--- config.mk ---
export PLATFORM = sky130hd
export DESIGN_NAME = sliding_median_filter
export DESIGN_NICKNAME = d
export VERILOG_FILES = /design/src/smf_pkg.sv /design/src/sliding_median_filter.sv /design/src/smf_cell.sv /design/src/smf_chain.sv
export SDC_FILE = /design/constraint.sdc
export NUM_CORES = 1
export LEC_CHECK = 0
export BUFFER_PORTS_ARGS = -buffer_cell sky130_fd_sc_hd__buf_2
export CAP_MARGIN = 40
export CORE_ASPECT_RATIO = 1.2
export CORE_MARGIN = 2
export CORE_UTILIZATION = 50
export CTS_CLUSTER_SIZE = 30
export DETAILED_ROUTE_END_ITERATION = 6
export GPL_TIMING_DRIVEN = 1
export PLACE_DENSITY_LB_ADDON = 0.15
export SYNTH_ARGS = -nofsm -noshare
export SYNTH_HDL_FRONTEND = slang
export SYNTH_SLANG_ARGS = --single-unit
--- constraint.sdc ---
create_clock -name clk_i -period 4.5 [get_ports clk_i]
set_input_delay 0.225 -clock clk_i [delete_from_list [all_inputs] [get_ports clk_i]]
set_output_delay 0.225 -clock clk_i [all_outputs]
set_load 0.005 [all_outputs]
--- src/smf_pkg.sv ---
// Shared types and constants for the sliding median filter.
`timescale 1ns / 1ps
`default_nettype none

package smf_pkg;

  localparam int SMF_WINDOW   = 5;   // default window length
  localparam int SMF_DATA_W   = 16;  // Q3.12 sample width
  localparam int SMF_AGE_W    = 4;   // holds ages up to the largest window
  localparam int SMF_FILL_W   = 4;   // fill count, saturates at the window length
  localparam int SMF_FLUSH_W  = 3;   // trailing zero shifts, at most seven

  // What one cell shows its neighbors.
  typedef struct packed {
    logic signed [SMF_DATA_W-1:0] value;
    logic [SMF_AGE_W-1:0]         age;
    logic                         le;   // value <= incoming sample
    logic                         dl;   // oldest entry sits here or to the left
  } cell_link_t;

  typedef enum logic [1:0] {
    ST_IDLE = 2'b01,
    ST_RUN  = 2'b10
  } smf_state_e;

endpackage

`default_nettype wire

--- src/sliding_median_filter.sv ---
// Top level of the sliding median filter: control, fill tracking and result register.
`timescale 1ns / 1ps
`default_nettype none

// Median filter over a column of signed Q3.12 samples, zero padded at both
// ends. The window is a row of WINDOW sorted cells; each accepted sample is
// inserted and the oldest entry dropped in the same shift, and the median of
// the new window is then registered once the result side is free. Ordinary
// items are taken one per cycle while the result side keeps up. The item
// flagged column_last (LAG = WINDOW - 1 - WINDOW/2) holds off new items while
// the cells shift in LAG zeros one per cycle, under the same condition, to
// flush the pending positions, and clear for the next column. Results lag
// the input by LAG items; n samples give n results, the last marked column_end.

module sliding_median_filter import smf_pkg::*; #(
  parameter int WINDOW = SMF_WINDOW
) (
  input  wire logic                         clk_i,
  input  wire logic                         rst_ni,
  input  wire logic                         in_valid_i,
  output logic                              in_stall_o,
  input  wire logic signed [SMF_DATA_W-1:0] sample_i,
  input  wire logic                         column_last_i,
  output logic                              out_valid_o,
  input  wire logic                         out_stall_i,
  output logic signed [SMF_DATA_W-1:0]      filtered_o,
  output logic                              run_last_o,
  output logic                              column_end_o
);

  localparam int LAG = WINDOW - 1 - WINDOW / 2;

  smf_state_e                   state_q, state_d;
  logic [SMF_FILL_W-1:0]        fill_q, fill_d, fill_next;
  logic [SMF_FLUSH_W-1:0]       flush_q, flush_d;
  logic                         emit_q, emit_d;
  logic                         last_q, last_d;
  logic                         out_valid_q, out_valid_d;
  logic signed [SMF_DATA_W-1:0] filtered_q;
  logic                         run_last_q, column_end_q;

  logic                         out_free, step_go, run_done, accept;
  logic                         flush_shift, shift, clear, load_out;
  logic signed [SMF_DATA_W-1:0] shift_val, median;

  assign out_free = !out_valid_q || !out_stall_i;
  assign step_go  = (state_q == ST_RUN) && (!emit_q || out_free);
  assign run_done = step_go && (flush_q == '0);

  assign in_stall_o = !((state_q == ST_IDLE) || (run_done && !last_q));
  assign accept     = in_valid_i && !in_stall_o;

  assign flush_shift = step_go && (flush_q != '0);
  assign shift       = accept || flush_shift;
  assign shift_val   = accept ? sample_i : '0;
  assign clear       = run_done && last_q;
  assign load_out    = step_go && emit_q;

  assign fill_next = (fill_q < SMF_FILL_W'(WINDOW)) ? fill_q + SMF_FILL_W'(1) : fill_q;

  smf_chain #(
    .WINDOW (WINDOW)
  ) u_chain (
    .clk_i    (clk_i),
    .rst_ni   (rst_ni),
    .shift_i  (shift),
    .clear_i  (clear),
    .sample_i (shift_val),
    .median_o (median)
  );

  always_comb begin
    state_d = state_q;
    fill_d  = fill_q;
    flush_d = flush_q;
    emit_d  = emit_q;
    last_d  = last_q;

    if (load_out) begin
      emit_d = 1'b0;
    end
    if (clear) begin
      fill_d = '0;
    end
    if (run_done) begin
      state_d = ST_IDLE;
    end
    if (flush_shift) begin
      fill_d  = fill_next;
      emit_d  = (fill_next > SMF_FILL_W'(LAG));
      flush_d = flush_q - SMF_FLUSH_W'(1);
    end
    if (accept) begin
      state_d = ST_RUN;
      fill_d  = fill_next;
      emit_d  = (fill_next > SMF_FILL_W'(LAG));
      last_d  = column_last_i;
      flush_d = column_last_i ? SMF_FLUSH_W'(LAG) : '0;
    end
  end

  assign out_valid_d = load_out ? 1'b1 : (out_valid_q && out_stall_i);

  always_ff @(posedge clk_i or negedge rst_ni) begin
    if (!rst_ni) begin
      state_q     <= ST_IDLE;
      fill_q      <= '0;
      flush_q     <= '0;
      emit_q      <= 1'b0;
      last_q      <= 1'b0;
      out_valid_q <= 1'b0;
    end else begin
      state_q     <= state_d;
      fill_q      <= fill_d;
      flush_q     <= flush_d;
      emit_q      <= emit_d;
      last_q      <= last_d;
      out_valid_q <= out_valid_d;
    end
  end

  always_ff @(posedge clk_i) begin
    if (load_out) begin
      filtered_q   <= median;
      run_last_q   <= (flush_q == '0);
      column_end_q <= last_q && (flush_q == '0);
    end
  end

  assign out_valid_o  = out_valid_q;
  assign filtered_o   = filtered_q;
  assign run_last_o   = run_last_q;
  assign column_end_o = column_end_q;

  a_no_accept_in_flush: assert property (@(posedge clk_i) disable iff (!rst_ni)
    accept |-> (flush_q == '0))
    else $error("sliding_median_filter: item taken during flush");

  a_fill_bound: assert property (@(posedge clk_i) disable iff (!rst_ni)
    fill_q <= SMF_FILL_W'(WINDOW))
    else $error("sliding_median_filter: fill count beyond window");

  a_emit_needs_fill: assert property (@(posedge clk_i) disable iff (!rst_ni)
    emit_q |-> (fill_q > SMF_FILL_W'(LAG)))
    else $error("sliding_median_filter: result pending before window filled");

  a_clear_to_idle: assert property (@(posedge clk_i) disable iff (!rst_ni)
    clear |=> (fill_q == '0) && (state_q == ST_IDLE))
    else $error("sliding_median_filter: column end did not clear state");

endmodule

`default_nettype wire

--- src/smf_cell.sv ---
// One cell of the sorted window: a value and its age, re-sorted on every shift.
`timescale 1ns / 1ps
`default_nettype none

module smf_cell import smf_pkg::*; #(
  parameter int WINDOW = SMF_WINDOW,
  parameter int IDX    = 0
) (
  input  wire logic                         clk_i,
  input  wire logic                         rst_ni,
  input  wire logic                         shift_i,
  input  wire logic                         clear_i,
  input  wire logic signed [SMF_DATA_W-1:0] sample_i,
  input  wire cell_link_t                   left_i,
  input  wire cell_link_t                   right_i,
  output cell_link_t                        link_o
);

  logic signed [SMF_DATA_W-1:0] value_q, value_d;
  logic [SMF_AGE_W-1:0]         age_q, age_d;
  logic                         le, is_old, dl;
  logic                         rem_le, rem_gt;

  assign le     = (value_q <= sample_i);
  assign is_old = (age_q == SMF_AGE_W'(WINDOW - 1));
  assign dl     = left_i.dl | is_old;

  // Entry i of the window with the oldest removed lies at or below the sample
  assign rem_le = dl ? right_i.le : le;
  // Entry i-1 of that reduced window lies above the sample
  assign rem_gt = left_i.dl ? !le : !left_i.le;

  always_comb begin
    if (rem_le) begin
      if (dl) begin
        value_d = right_i.value;
        age_d   = right_i.age + SMF_AGE_W'(1);
      end else begin
        value_d = value_q;
        age_d   = age_q + SMF_AGE_W'(1);
      end
    end else if (rem_gt) begin
      if (left_i.dl) begin
        value_d = value_q;
        age_d   = age_q + SMF_AGE_W'(1);
      end else begin
        value_d = left_i.value;
        age_d   = left_i.age + SMF_AGE_W'(1);
      end
    end else begin
      value_d = sample_i;
      age_d   = '0;
    end
  end

  always_ff @(posedge clk_i or negedge rst_ni) begin
    if (!rst_ni) begin
      value_q <= '0;
      age_q   <= SMF_AGE_W'(IDX);
    end else if (clear_i) begin
      value_q <= '0;
      age_q   <= SMF_AGE_W'(IDX);
    end else if (shift_i) begin
      value_q <= value_d;
      age_q   <= age_d;
    end
  end

  assign link_o.value = value_q;
  assign link_o.age   = age_q;
  assign link_o.le    = le;
  assign link_o.dl    = dl;

endmodule

`default_nettype wire

--- src/smf_chain.sv ---
// Row of sorted cells holding the window, with the median tap.
`timescale 1ns / 1ps
`default_nettype none

module smf_chain import smf_pkg::*; #(
  parameter int WINDOW = SMF_WINDOW
) (
  input  wire logic                         clk_i,
  input  wire logic                         rst_ni,
  input  wire logic                         shift_i,
  input  wire logic                         clear_i,
  input  wire logic signed [SMF_DATA_W-1:0] sample_i,
  output logic signed [SMF_DATA_W-1:0]      median_o
);

  localparam int HALF_W = WINDOW / 2;

  localparam cell_link_t EDGE_LO = '{value: '0, age: '0, le: 1'b1, dl: 1'b0};
  localparam cell_link_t EDGE_HI = '{value: '0, age: '0, le: 1'b0, dl: 1'b1};

  cell_link_t           links   [WINDOW];
  cell_link_t           left_l  [WINDOW];
  cell_link_t           right_l [WINDOW];
  logic [WINDOW-1:0]    old_vec;

  for (genvar i = 0; i < WINDOW; i++) begin : g_cell
    if (i == 0) begin : g_lo
      assign left_l[i] = EDGE_LO;
    end else begin : g_lo_n
      assign left_l[i] = links[i-1];
    end
    if (i == WINDOW - 1) begin : g_hi
      assign right_l[i] = EDGE_HI;
    end else begin : g_hi_n
      assign right_l[i] = links[i+1];
    end

    smf_cell #(
      .WINDOW (WINDOW),
      .IDX    (i)
    ) u_cell (
      .clk_i    (clk_i),
      .rst_ni   (rst_ni),
      .shift_i  (shift_i),
      .clear_i  (clear_i),
      .sample_i (sample_i),
      .left_i   (left_l[i]),
      .right_i  (right_l[i]),
      .link_o   (links[i])
    );

    assign old_vec[i] = (links[i].age == SMF_AGE_W'(WINDOW - 1));
  end

  if ((WINDOW % 2) != 0) begin : g_odd
    assign median_o = links[HALF_W].value;
  end else begin : g_even
    logic signed [SMF_DATA_W:0] mid_sum;
    // floor of the mean of the two middle values
    assign mid_sum  = {links[HALF_W-1].value[SMF_DATA_W-1], links[HALF_W-1].value}
                    + {links[HALF_W].value[SMF_DATA_W-1], links[HALF_W].value};
    assign median_o = mid_sum[SMF_DATA_W:1];
  end

  // Ages stay a permutation, so exactly one cell is the oldest
  a_one_oldest: assert property (@(posedge clk_i) disable iff (!rst_ni)
    $onehot(old_vec))
    else $error("smf_chain: oldest entry not unique");

endmodule

`default_nettype wire

Yosys cells after proc, flatten, opt, wreduce, memory -nomap -nowiden:

Index checks and enable logic that the tools add are counted.

* register bits: 130
* bits of input ports: 21
* output and inout port bits: 20
* logic and storage cells: 147

* $add $sub $neg: 7
* $lt $le $gt $ge: 7
* eq/ne operators: 8
* multiplexer cells: 71
* bitwise operators: 4
* reduce and logical (&&, ||, !) cells: 31

Operators with widths (number)
* 2-to-1 mux 16 bit: 25
* 2-to-1 mux 4 bit: 28
* <= comparator 16 bit: 5
* adder 4 x 1 -> 4 bit, second input constant: 6
* == test 4 x 3 -> 1 bit, second input constant: 5
* 2-to-1 mux 1 bit: 13
* logical NOT 1 bit: 10
* logical AND 1 bit: 9
* nonzero test 3 bit: 3
* 2-to-1 mux 2 bit: 3
* 2-to-1 mux 3 bit: 2
* nonzero test 2 bit: 3
* greater-than comparator 4 x 2 -> 1 bit, second input constant: 1
* logical OR 1 bit: 4
* less-than comparator 4 x 3 -> 1 bit, second input constant: 1
* OR 1 bit: 4
* logical NOT 3 bit: 1
* != test 3 bit, second input constant: 1
* subtractor 3 x 1 -> 3 bit, second input constant: 1
* == test 2 x 1 -> 1 bit, second input constant: 1
* == test 2 bit, second input constant: 1
* AND reduction 2 bit: 1

Longest topological paths before layout:

* word-level depth: 16
* mapped depth: 21
* mapped depth without buffers: 17

Modules after synthesis:

From an unflattened synthesis, not the netlist that was laid out.

* cell total of the unflattened synthesis: 1457
* area total of the unflattened synthesis: 12518.3 um2

Modules (own cells, without submodules)
* smf_cell (u_chain.g_cell[0].u_cell): instances 1, cells each 281, area an instance 2396.0 um2, sequential area each 500.5 um2
* smf_cell (u_chain.g_cell[3].u_cell): instances 1, cells each 270, area an instance 2277.2 um2, sequential area each 503.0 um2
* smf_cell (u_chain.g_cell[2].u_cell): instances 1, cells each 278, area an instance 2224.6 um2, sequential area each 501.7 um2
* smf_cell (u_chain.g_cell[1].u_cell): instances 1, cells each 275, area an instance 2200.9 um2, sequential area each 501.7 um2
* smf_cell (u_chain.g_cell[4].u_cell): instances 1, cells each 241, area an instance 2023.2 um2, sequential area each 501.7 um2
* sliding_median_filter: instances 1, cells each 110, area an instance 1388.8 um2, sequential area each 842.1 um2
* smf_chain: instances 1, cells each 2, area an instance 7.5 um2, sequential area each 0.0 um2

Least setup slack after synthesis:

No wires, ideal clock.

* kind: reg2reg
* start: register out_valid_q (netlist: out_valid_o)
* end: register u_chain.g_cell[1].u_cell.value_q[10]
* library setup time: 74 ps
* arrival: 4058 ps
* required time: 4426 ps
* setup slack: 368 ps
* stages on the path, launching flop included: 17
* path buffers: 2
* period minus slack after synthesis: 4132 ps
* path through: dfrtp_1 a311oi_2 nand2_1 nor2_1 o21a_4 clkbuf_8 nand2_1 ha_1 nand4_1 or3_1 a21oi_1 nor4_2 xnor2_2 o32ai_4 buf_6 mux2_2 o21ai_2

* longest elaborated chain between the ends: 16
* elaborated cells on any way between the ends: 24
* classes of those cells: order compare (3); mux (7); reduce/logical (14)

RTL lines
* start: declaration: RTL line sliding_median_filter.sv:38 `logic out_valid_q, out_valid_d;`
* start signal: assignment: RTL line sliding_median_filter.sv:118 `out_valid_q <= out_valid_d;`
* logical NOT 1 bit *: RTL line sliding_median_filter.sv:46 `assign out_free = !out_valid_q || !out_stall_i;`
* logical OR 1 bit *: RTL line sliding_median_filter.sv:46
* logical OR 1 bit *: RTL line sliding_median_filter.sv:47 `assign step_go = (state_q == ST_RUN) && (!emit_q || out_free);`
* logical AND 1 bit *: RTL line sliding_median_filter.sv:47
* logical AND 1 bit: RTL line sliding_median_filter.sv:48 `assign run_done = step_go && (flush_q == '0);`
* logical AND 1 bit: RTL line sliding_median_filter.sv:50 `assign in_stall_o = !((state_q == ST_IDLE) || (run_done && !last_q));`
* logical OR 1 bit: RTL line sliding_median_filter.sv:50
* logical AND 1 bit: RTL line sliding_median_filter.sv:51 `assign accept = in_valid_i && !in_stall_o;`
* 2-to-1 mux 16 bit: RTL line sliding_median_filter.sv:55 `assign shift_val = accept ? sample_i : '0;`
* <= comparator 16 bit: RTL line smf_cell.sv:24 `assign le = (value_q <= sample_i);`
* logical NOT 1 bit (on tied branches)
* 2-to-1 mux 1 bit: RTL line smf_cell.sv:31 `assign rem_gt = left_i.dl ? !le : !left_i.le;`
* 2-to-1 mux 16 bit: RTL line smf_cell.sv:42 `end else if (rem_gt) begin`
* 2-to-1 mux 16 bit: RTL line smf_cell.sv:34 `if (rem_le) begin`
* 2-to-1 mux 16 bit: RTL line smf_cell.sv:63 `end else if (shift_i) begin`
* 2-to-1 mux 16 bit: RTL line smf_cell.sv:60 `end else if (clear_i) begin`
* end signal: assignment: RTL line smf_cell.sv:64 `value_q <= value_d;`
* end: declaration: RTL line smf_cell.sv:19 `logic signed [SMF_DATA_W-1:0] value_q, value_d;`

Every way passes the cells marked *; elsewhere a longest branch is shown, timed or not. The select of a mux whose other input is x is not followed.
A chain may end at the register's enable or synchronous reset.

Worst setup path in the final report:

* start: register out_valid_q (netlist: out_valid_o)
* end: register u_chain.g_cell[2].u_cell.value_q[0]

* longest elaborated chain between the ends: 16
* elaborated cells on any way between the ends: 24
* classes of those cells: order compare (3); mux (7); reduce/logical (14)

RTL lines (RTL line)
* logical NOT 1 bit *: sliding_median_filter.sv:46
* logical OR 1 bit *: sliding_median_filter.sv:46
* logical OR 1 bit *: sliding_median_filter.sv:47
* logical AND 1 bit *: sliding_median_filter.sv:47
* logical AND 1 bit: sliding_median_filter.sv:48
* logical AND 1 bit: sliding_median_filter.sv:50
* logical OR 1 bit: sliding_median_filter.sv:50
* logical AND 1 bit: sliding_median_filter.sv:51
* 2-to-1 mux 16 bit: sliding_median_filter.sv:55
* <= comparator 16 bit: smf_cell.sv:24
* logical NOT 1 bit: smf_cell.sv:31
* 2-to-1 mux 1 bit: smf_cell.sv:31
* 2-to-1 mux 16 bit: smf_cell.sv:42
* 2-to-1 mux 16 bit: smf_cell.sv:34
* 2-to-1 mux 16 bit: smf_cell.sv:63
* 2-to-1 mux 16 bit: smf_cell.sv:60
* end signal: assignment: smf_cell.sv:64
* end: declaration: smf_cell.sv:19

Marked as above.

==> flow_summary.toml <==
[grt]
grt_pass1_vias = 8031
grt_max_degree = 44
grt_overflow = 0
grt_pass1_wl_mm = 43.3
grt_usage = 0.277
antenna_found_initial = 0

[drt]
num_vias = 8185
wl_per_cell_um = 20.7
first_pass_iters = 5
drc = 0
drtAntennaViolNets = 0
vias_per_cell = 6.23
drtIter0Drc = 746
wl_mm = 27.2

[sta]
rsz0062_at_grt = "true"
setup_slack_ns = 0.180
relSlewSlack = 0.479
worst_pin_slew_ns = 0.776
report.final.slew_viol_count = 0
setup_tns_ns = 0
fmax_mhz = 231
fin_crit_sh = 0.960
post-route-min-period_ns = 4.32
skew_ns = 0.00937
setup_viol = 0
hold_viol_final = 0

[floorplan]
ios = 41
fp.coreArea_um2 = 18800
dieArea_um2 = 20200
start_util = 0.507
die_y_um = 155
die_w_um = 130
rows = 55

[pwr]
p_leak_nw = 4.62
power_density_nw_per_um2 = 255
ir_drop_uv = 270

[finish]
diodes = 0
area_growth_pct = 14.2
drive_above_1_share = 0.222
fin_nets = 1160
final_cells = 1314

[hold_path]
hold_depth = 3
hp-class = "input pin to flop"

[synthesis]
synth_async_sr_flop_share = 0.862
syn_nets = 1101
ys.flop_type = "dfrtp_1"
ys_seq_area_frac = 0.352
synth_top_family_by_area = "compound AO/OA/AOI/OAI gates"
muxShareOfSynthArea = 0.0624
yosysWarnings = 0
synthXorXnorAreaFrac = 0.0109
synth.avg_cell_area_um2 = 9.66
synth_compound_gate_area_share = 0.233
synthDistinctLibCells = 88
synth_seq_cells = 130
synth_edf_count = 18
synth-adder-area-share = 0.123
netlist_instances = 986
yosys.area_share.simple = 0.156
synth_area_um2 = 9530

[clock_tree]
cts_buffer_depth = 2
htreeDepth = 4
tritoncts = "done"
insertion_delay_ns = 0.43
cts-root-buf = "clkbuf_16"
clk_pin_slew_ns = 0.06
cts_sinks = 130
cts_made_buffers = 17

[worst_setup_path]
cp.arrival_ns = 4.64
cp-start-kind = "flop"
critPathRequiredTime_ns = 4.82
r2r_cells = 14
path_class = "flop to flop"
crit_path_end_kind = "flop"
critPathMaxFanout = 17

[status]
outcome = "finished, final reports clean"

[placed_design]
io_buffers = 40
dp_slack_ns = -0.0759
gp_congestion = 0.885
dpl.hpwl_mm = 19.4
dp_cells = 1278

[flow_run]
cap_violations = 0
==> cell usage after synthesis (19+ instances only) <==
master	n	area, um2
mux2i_1	20	200
a22oi_1	34	255
inv_1	61	229
a21oi_1	56	280
ha_1	94	1180
clkbuf_1	25	93.8
nor2_1	60	225
dfrtp_1	106	2650
nand2_1	70	263
mux2_2	29	327
nor3_1	41	205
o221ai_1	19	166
nand3_1	28	140
o21ai_0	31	155
==> worst max-delay path, stage by stage (launching register included) <==
cell       delay, ns
dfrtp_1         0.41
a311oi_2        0.31
nand2_1         0.14
nor2_2          0.19
o21a_4          0.29
nand2_2         0.19
buf_4           0.20
ha_1            0.33
nand4_1         0.18
a2111oi_2       0.48
a2111oi_2       0.11
or4b_1          0.62
nand2b_2        0.23
nand2_4         0.21
o31ai_1         0.32
==> logic make-up (layout without fill, tap and decap cells) <==
group / Yosys count / in the layout
XOR/XNOR: 11 / 11
buffers and inverters: 115 / 186
adder cells (fa/ha/maj): 94 / 94
flip-flops: 130 / 130
multiplexers: 55 / 55
AND/OR/NAND/NOR: 282 / 282
AO/OA/AOI/OAI: 299 / 300
==> state kept, by name (all words and copies together) (netlist names) <==
register and count:
state_q 2, flush_q 3, out_valid_o 1, filtered_o 16, emit_q 1, u_chain.g_cell.u_cell.age_q 20
last_q 1, run_last_o 1, fill_q 4, column_end_o 1, u_chain.g_cell.u_cell.value_q 80
==> final cells by class <==
class                   instances  area (um2)
clock buffers                  20         437
multi-input cells             742        5680
inverters                      61         229
well taps                     256         320
clock inverters                12         208
repair buffers                 93         651
fillers                      1688        7910
flip-flops and latches        130        3350
==> path summary, 6_finish.rpt <==
path	from	endpoint	slack, ns
worst max register to register	out_valid_o	u_chain.g_cell[2].u_cell.value_q[0]	0.18
max in group asynchronous	rst_ni	u_chain.g_cell[1].u_cell.value_q[7]	3.22
worst min register to register	u_chain.g_cell[2].u_cell.age_q[1]	u_chain.g_cell[2].u_cell.age_q[1]	0.50
min in group asynchronous	rst_ni	u_chain.g_cell[0].u_cell.age_q[3]	0.31
worst min-delay path	column_last_i	last_q	0.01
worst max-delay path	out_valid_o	u_chain.g_cell[2].u_cell.value_q[0]	0.18
==> per-layer routing <==
layer | up-vias | GRT usage | routed length (um)
li1 | 3874 | - | -
met4 | 0 | 0.0845 | 606
met5 | - | 0 | 0
met2 | 203 | 0.474 | 13700
met1 | 4063 | 0.362 | 12000
met3 | 45 | 0.0389 | 926
==> cell usage in the layout (no fill, tap or decap), types with 9 or more instances in the layout <==
cell type    n
buf_4       47
o221ai_1    19
nor3_1      40
nand2_1     59
a22oi_1     33
a221o_1     17
o21ai_0     31
a21oi_1     56
nand3_1     28
buf_2       39
o31ai_2     10
nand2_2     11
o31ai_1      9
dfrtp_1    106
a311o_1     16
o21ai_1     16
clkbuf_16   17
and2_4      10
mux2_2      29
o22ai_1     17
ha_1        93
mux2i_1     19
nand4_1     14
o21ai_2     12
inv_1       61
edfxtp_1    18
nor2_1      59
==> report_power, final <==
group	switching, mW	internal (mW)
Clock	0.562	0.989
Combinational	0.0263	0.00864
Sequential	0	1.19
==> through the flow <==
stage / instance area, um2 / hold WS (ns) / total power, mW / util
after floorplan: 9530 / -0.0706 / 1.21 / -
after global placement: 10100 / 0.218 / 1.24 / 0.537
after detailed placement: 10100 / 0.230 / 1.25 / 0.539
after CTS: 10800 / 0.00638 / 2.79 / 0.575
after global routing: 10900 / 0.0192 / 2.85 / 0.579
final: 10900 / 0.0146 / 2.77 / 0.579
==> what timing repair did <==
item | CTS | global route
endpoints found under the setup margin | 28 | 93
hold buffers | 1 | 0
cloned | 0 | 1
hold endpoints to repair | 31 | 0
gates resized for setup | 0 | 19
setup buffers | 2 | 0
pin swaps | 1 | 1
(Power assumes the default switching activity.)
